## src/hw/rtl/svm_pkg.sv

```systemverilog
// ----------------------------------------------------------------------------
// svm_pkg
// Shared types, codes and sizes for the sample voice mixer.
// ----------------------------------------------------------------------------
package svm_pkg;

   localparam int NUM_VOICES   = 8;
   localparam int VOICE_W      = $clog2(NUM_VOICES);
   localparam int COUNT_W      = $clog2(NUM_VOICES + 1);
   localparam int SAMPLE_DEPTH = 16384;
   localparam int ADDR_W       = $clog2(SAMPLE_DEPTH);
   localparam int LEN_W        = ADDR_W + 1;
   localparam int ACC_W        = 16 + 9 + VOICE_W + 1;

   // action codes
   localparam logic [2:0] ACT_LOAD   = 3'd0;
   localparam logic [2:0] ACT_PLAY   = 3'd1;
   localparam logic [2:0] ACT_PAUSE  = 3'd2;
   localparam logic [2:0] ACT_RESUME = 3'd3;
   localparam logic [2:0] ACT_STOP   = 3'd4;
   localparam logic [2:0] ACT_TICK   = 3'd5;

   // register indexes
   localparam logic REG_VOLUME = 1'b0;
   localparam logic REG_MUTE   = 1'b1;

   // controller to datapath
   typedef struct packed {
      logic                start;     // latch request word, run non-tick action
      logic                tick_clr;  // clear accumulator
      logic                rd_issue;  // read store for voice at scan index
      logic                mac;       // accumulate sample read last cycle
      logic [VOICE_W-1:0]  vidx;      // voice under scan
      logic                vidx_ok;   // voice at vidx is mixing
      logic                finish;    // build response word
   } ctl_type;

   // datapath to controller
   typedef struct packed {
      logic [NUM_VOICES-1:0] mixing;  // active and unpaused snapshot
      logic                  is_tick;
   } sts_type;

endpackage

```

## src/hw/rtl/svm_ctrl.sv

```systemverilog
// ----------------------------------------------------------------------------
// svm_ctrl
// Controller: accepts a request word, scans voices for a tick, hands the
// response word over.
// ----------------------------------------------------------------------------
module svm_ctrl (
   input  logic             clock,
   input  logic             reset,
   input  logic             req_tvalid,
   output logic             req_tready,
   output logic             rsp_tvalid,
   input  logic             rsp_tready,
   input  svm_pkg::sts_type sts,
   output svm_pkg::ctl_type ctl
);

   localparam logic [1:0] ST_IDLE = 2'd0;
   localparam logic [1:0] ST_SCAN = 2'd1;
   localparam logic [1:0] ST_LAST = 2'd2;
   localparam logic [1:0] ST_DONE = 2'd3;

   logic [1:0]                  state_ff, state_in;
   logic [svm_pkg::VOICE_W-1:0] idx_ff, idx_in;
   logic                        mac_ff, mac_in;
   logic                        valid_ff, valid_in;
   logic                        accept;

   // accept a new word while idle once the output slot is free or being taken
   assign req_tready = (state_ff == ST_IDLE) && (!valid_ff || rsp_tready);
   assign accept     = req_tvalid && req_tready;
   assign rsp_tvalid = valid_ff;

   // next-state logic
   always_comb begin
      state_in = state_ff;
      idx_in   = idx_ff;
      mac_in   = 1'b0;
      valid_in = valid_ff && !rsp_tready;
      ctl      = '0;
      ctl.vidx = idx_ff;
      ctl.vidx_ok = sts.mixing[idx_ff];
      ctl.mac  = mac_ff;
      unique case (state_ff)
         ST_IDLE: begin
            if (accept) begin
               ctl.start    = 1'b1;
               ctl.tick_clr = 1'b1;
               idx_in       = '0;
               state_in     = sts.is_tick ? ST_SCAN : ST_DONE;
            end
         end
         ST_SCAN: begin
            ctl.rd_issue = 1'b1;
            mac_in       = 1'b1;
            idx_in       = idx_ff + 1'b1;
            if (idx_ff == svm_pkg::VOICE_W'(svm_pkg::NUM_VOICES - 1)) begin
               state_in = ST_LAST;
            end
         end
         ST_LAST: begin
            state_in = ST_DONE;
         end
         ST_DONE: begin
            ctl.finish = 1'b1;
            valid_in   = 1'b1;
            state_in   = ST_IDLE;
         end
         default: state_in = ST_IDLE;
      endcase
   end

   always_ff @(posedge clock) begin
      if (reset) begin
         state_ff <= ST_IDLE;
         idx_ff   <= '0;
         mac_ff   <= 1'b0;
         valid_ff <= 1'b0;
      end else begin
         state_ff <= state_in;
         idx_ff   <= idx_in;
         mac_ff   <= mac_in;
         valid_ff <= valid_in;
      end
   end

endmodule

```

## config.mk

```make
export PLATFORM = sky130hd
export DESIGN_NAME = svm_ctrl
export DESIGN_NICKNAME = d
export VERILOG_FILES = /design/src/hw/rtl/svm_pkg.sv /design/src/hw/rtl/svm_ctrl.sv
export SDC_FILE = /design/constraint.sdc
export NUM_CORES = 1
export LEC_CHECK = 0
export ABC_CLOCK_PERIOD_IN_PS = 1200
export BUFFER_PORTS_ARGS = -buffer_cell sky130_fd_sc_hd__buf_4
export CORE_AREA = 2 2 39 41
export CTS_CLUSTER_DIAMETER = 200
export DETAILED_ROUTE_END_ITERATION = 7
export DIE_AREA = 0 0 41 43
export PLACE_DENSITY = 0.68
export SLEW_MARGIN = 15
export SYNTH_ARGS = -nofsm -noshare
export SYNTH_HDL_FRONTEND = slang
export SYNTH_SLANG_ARGS = --single-unit
```

## constraint.sdc

```tcl
create_clock -name clock -period 1.2 [get_ports clock]
set_input_delay 0.06 -clock clock [delete_from_list [all_inputs] [get_ports clock]]
set_output_delay 0.06 -clock clock [all_outputs]
set_load 0.03 [all_outputs]
```

### After elaboration in Yosys (flattened, before gate mapping)

Index checks and enable logic that the tools add are counted.

| word-level totals | value |
|---|---|
| register bits | 7 |
| bits in latches | 0 |
| RAM bits | 0 |
| ROM bits | 0 |
| bits of input ports | 13 |
| output and inout port bits | 11 |
| logic and storage cells | 35 |
| memories kept | 0 |

| cells by class | value |
|---|---|
| $add $sub $neg | 1 |
| multipliers | 0 |
| div/mod/pow operators | 0 |
| magnitude comparators | 1 |
| equality and inequality tests | 6 |
| shift-type cells | 0 |
| mux-type cells | 13 |
| bitwise gates (word level) | 0 |
| reductions and logical operators | 10 |

Operators with widths:

| kind | count |
|---|---|
| $mux 2 | 5 |
| $pmux 2 s4 | 1 |
| $pmux 3 s2 | 1 |
| $eq 2x2->1 const B | 2 |
| $lt 3x4->1 const B | 1 |
| $mux 1 | 4 |
| $ne 2x2->1 const B | 2 |
| $reduce_and 2->1 | 2 |
| $add 3x1->3 const B | 1 |
| $bmux 1 s3 | 1 |
| $eq 3x3->1 const B | 1 |
| $logic_and 1x1->1 | 3 |
| $mux 3 | 1 |
| $eq 2x1->1 const B | 1 |
| $logic_not 1->1 | 2 |
| $logic_not 2->1 | 1 |
| $reduce_bool 2->1 | 1 |
| $logic_or 1x1->1 | 1 |

### Logic depth before layout (Yosys ltp)

| depth | value |
|---|---|
| word-level depth | 6 |
| gate-level depth with buffers | 5 |
| mapped depth without buffers | 5 |

### Worst setup path before layout

No wires, ideal clock.

| timing path | value |
|---|---|
| kind | register to output |
| from | register idx_ff[0] (netlist name) |
| to | output ctl[1] (netlist name) |
| arrival time | 1505 ps |
| required time | 1140 ps |
| slack | -365 ps |
| stages on the path, launching flop included | 3 |
| path buffers | 0 |
| cell sequence | dfxtp_1 > mux4_1 > mux2_2 |

RTL lines:

| what | line | RTL |
|---|---|---|
| start: declaration | svm_ctrl.sv:23 | `logic [svm_pkg::VOICE_W-1:0] idx_ff, idx_in;` |
| start signal: assignment | svm_ctrl.sv:80 | `idx_ff <= idx_in;` |
| end: declaration | svm_ctrl.sv:14 | `output svm_pkg::ctl_type ctl` |

==> flow_metrics.py <==
metrics = {
    "status": {
        "outcome": "finished, violations left",
        "failed_checks": "negative setup slack",
    },
    "power_and_ir_drop": {
        "leakagePower_nw": 0.404,
        "p_per_area_nw_per_um2": 2100,
        "peakVddDrop_v": 0.00122,
    },
    "sta": {
        "maxSlewHeadroom_pct": 80.3,
        "setup_viol": 9,
        "worst_pin_slew_ps": 296,
        "finalClockSkew_ps": 2.22,
        "fin_crit_sh_pct": 133,
        "rsz0062_at_grt": "yes",
        "report.final.slew_viol_count": 0,
        "fmax_mhz": 625,
        "fin_hold_ws_ps": 36.5,
        "min_period_ps": 1600,
        "final.setup.worst_slack_ps": -399,
        "hold_viol_final": 0,
    },
    "logic_synthesis": {
        "netlist_area_um2": 477,
        "syn_inst": 47,
        "synth_top_area_cell": "dfxtp_1",
        "yosys_warnings": 0,
        "yosys-top-cells-area": "dfxtp_1 (29%), ha_1 (16%), mux4_1 (11%)",
        "synth.avg_cell_area_um2": 10.1,
        "ys_ff_latch": 7,
        "seq_area_frac_synth_pct": 29.4,
        "synth_nets": 66,
        "netlist-cell-type-count": 18,
        "netlist.area_leader.share_pct": 29.4,
    },
    "global_route": {
        "overflow": 0,
        "grt_max_degree": 10,
        "grt_use_total_pct": 16.4,
        "grt_pass1_wl_mm": 1.95,
        "antenna_found_initial": 0,
        "grt_pass1_vias": 489,
    },
    "place": {
        "dpl.hpwl_um": 864,
        "gp_congestion": 0.614,
        "portBuffers": 23,
    },
    "cts": {
        "cts.sinks": 7,
        "clk_path_buf_depth": 2,
        "cts_max_level": 1,
        "path_clk_slew_ps": 60,
        "clk_latency_ps": 260,
        "hold_buffers": 0,
        "cts_made_buffers": 3,
        "cts_tree": "built",
        "cts_root_buf": "clkbuf_4",
    },
    "critical_path": {
        "cp_slowest_stage_delay_ps": 490,
        "critPathSlowestCell": "mux4_2",
        "cp_max_fo": 4,
        "critPathLaunchType": "register",
        "crit_required_ps": 1140,
        "cp_top_family": "multiplexers",
        "cp-end-kind": "primary output",
        "crit_type": "reg -> out",
        "path_cells": "mux4_2, mux2_4, buf_6",
        "arrival_ps": 1540,
        "crit_buf_inv": 1,
    },
    "detailed_routing": {
        "wirelength_mm": 1.29,
        "drt_iter0_drc": 2,
        "firstDrtPassIters": 3,
        "drc": 0,
        "vias_per_cell": 4.87,
        "vias": 492,
        "detail-route-antenna-nets": 0,
        "wl_per_cell_um": 12.8,
    },
    "finish": {
        "area_delta_synth_final_pct": 93.4,
        "utilization_pct": 66.6,
        "layout-drive-gt1-share_pct": 76.5,
        "fillCellCount": 108,
        "num_antenna_cells": 0,
        "layout.nets": 105,
    },
    "floorplanning": {
        "die_area_um2": 1760,
        "core_area_um2": 1380,
        "die_y_um": 43,
        "die_w_um": 41,
        "initial_utilization_pct": 34.4,
        "fp-row-count": 14,
        "io_pins": 24,
    },
    "job": {
        "maxCapViolCount": 0,
    },
    "worst_hold_path": {
        "min_path_type": "in -> reg",
    },
}
==> cell usage after synthesis, drive strengths merged <==
| master | number |
|---|---|
| dfxtp | 7 |
| ha | 6 |
| nand2b | 6 |
| nor2 | 5 |
| buf | 3 |
| inv | 3 |
| nor2b | 3 |
| o2bb2ai | 3 |
| mux4 | 2 |
| a211o | 1 |
| a221oi | 1 |
| a311oi | 1 |
| a31oi | 1 |
| and3 | 1 |
| mux2 | 1 |
| mux2i | 1 |
| o211ai | 1 |
| or2 | 1 |
==> per-layer routing <==
metal / up-vias / wire, um / GRT usage [%]
met5: - / 0 / 0
met4: 0 / 24 / 10.0
met3: 3 / 116 / 3.14
met2: 22 / 691 / 26.6
met1: 222 / 460 / 18.6
li1: 245 / - / -
==> power breakdown <==
part / switching [mW] / internal [mW]
clock: 0.102 / 0.128
combinational: 0.613 / 0.724
sequential: 0.0592 / 0.308
==> metrics by stage <==
stage	instances	cell area, um^2	TNS, ps	setup WS (ps)	total power, mW
4_1_cts	99	851	-1010	-385	1.79
5_1_grt	101	922	-1670	-452	2.07
6_report	101	922	-1100	-399	1.93
3_5_place_dp	92	733	-420	-142	1.31
3_3_place_gp	92	733	-389	-133	1.30
2_1_floorplan	47	495	-200	-99.3	0.956
==> sequential cells by signal, summed over array words and instances, names as in the netlist <==
| name | cells |
|---|---|
| mac_ff | 1 |
| rsp_tvalid | 1 |
| state_ff | 2 |
| idx_ff | 3 |
==> kinds of logic (layout without fill, tap and decap cells) <==
kind of cell | count (synthesis) | in the layout | share of synthesized area, %
simple gates | 16 | 16 | 18.4
compound gates | 8 | 8 | 13.9
flops | 7 | 7 | 29.4
fa+ha+maj | 6 | 6 | 15.7
buf+inv | 6 | 44 | 7.09
mux | 4 | 4 | 15.5
==> cell type report <==
cell class	count	area [um^2]	share of cell area, %
Multi-Input combinational cell	34	399	43.3
Timing Repair Buffer	37	308	33.4
Sequential cell	7	155	16.8
Clock buffer	4	26.3	2.85
Tap cell	16	20.0	2.17
Inverter	3	13.8	1.49
==> repair_timing <==
| item | 4_1_cts | 5_1_grt |
|---|---|---|
| hold endpoints to repair | 0 | 0 |
| endpoints found under the setup margin | 9 | 10 |
| cloned | 0 | 0 |
| buffers inserted | 3 | 2 |
| pin swaps | 4 | 7 |
| resized for setup | 19 | 11 |
==> worst register-to-register path, stage by stage, from the launching register on <==
cell	delay, ps
dfxtp_4	370
buf_4	130
ha_4	130
ha_2	150
nand2b_4	110
o211ai_1	120
a221oi_1	290
==> worst paths after layout <==
kind / cells after the start / end / start / slack (ps)
setup / recovery: 3 / ctl[1] / idx_ff[0] / -400
hold reg to reg: 1 / idx_ff[2] / idx_ff[2] / 510
hold / removal: 2 / rsp_tvalid / reset / 40
setup reg to reg: 6 / state_ff[0] / idx_ff[0] / -200
==> cells in the final DEF (no fill, tap or decap), types with 2 or more instances in the layout <==
| cell type | count |
|---|---|
| o2bb2ai_1 | 2 |
| dfxtp_4 | 3 |
| clkbuf_4 | 3 |
| nand2b_1 | 5 |
| buf_6 | 8 |
| inv_2 | 2 |
| nor2_1 | 4 |
| buf_4 | 29 |
| ha_4 | 3 |
| mux4_2 | 2 |
| dfxtp_2 | 3 |
| ha_2 | 2 |
| nor2b_1 | 2 |
Note: power is estimated with default switching activity, not from simulation.
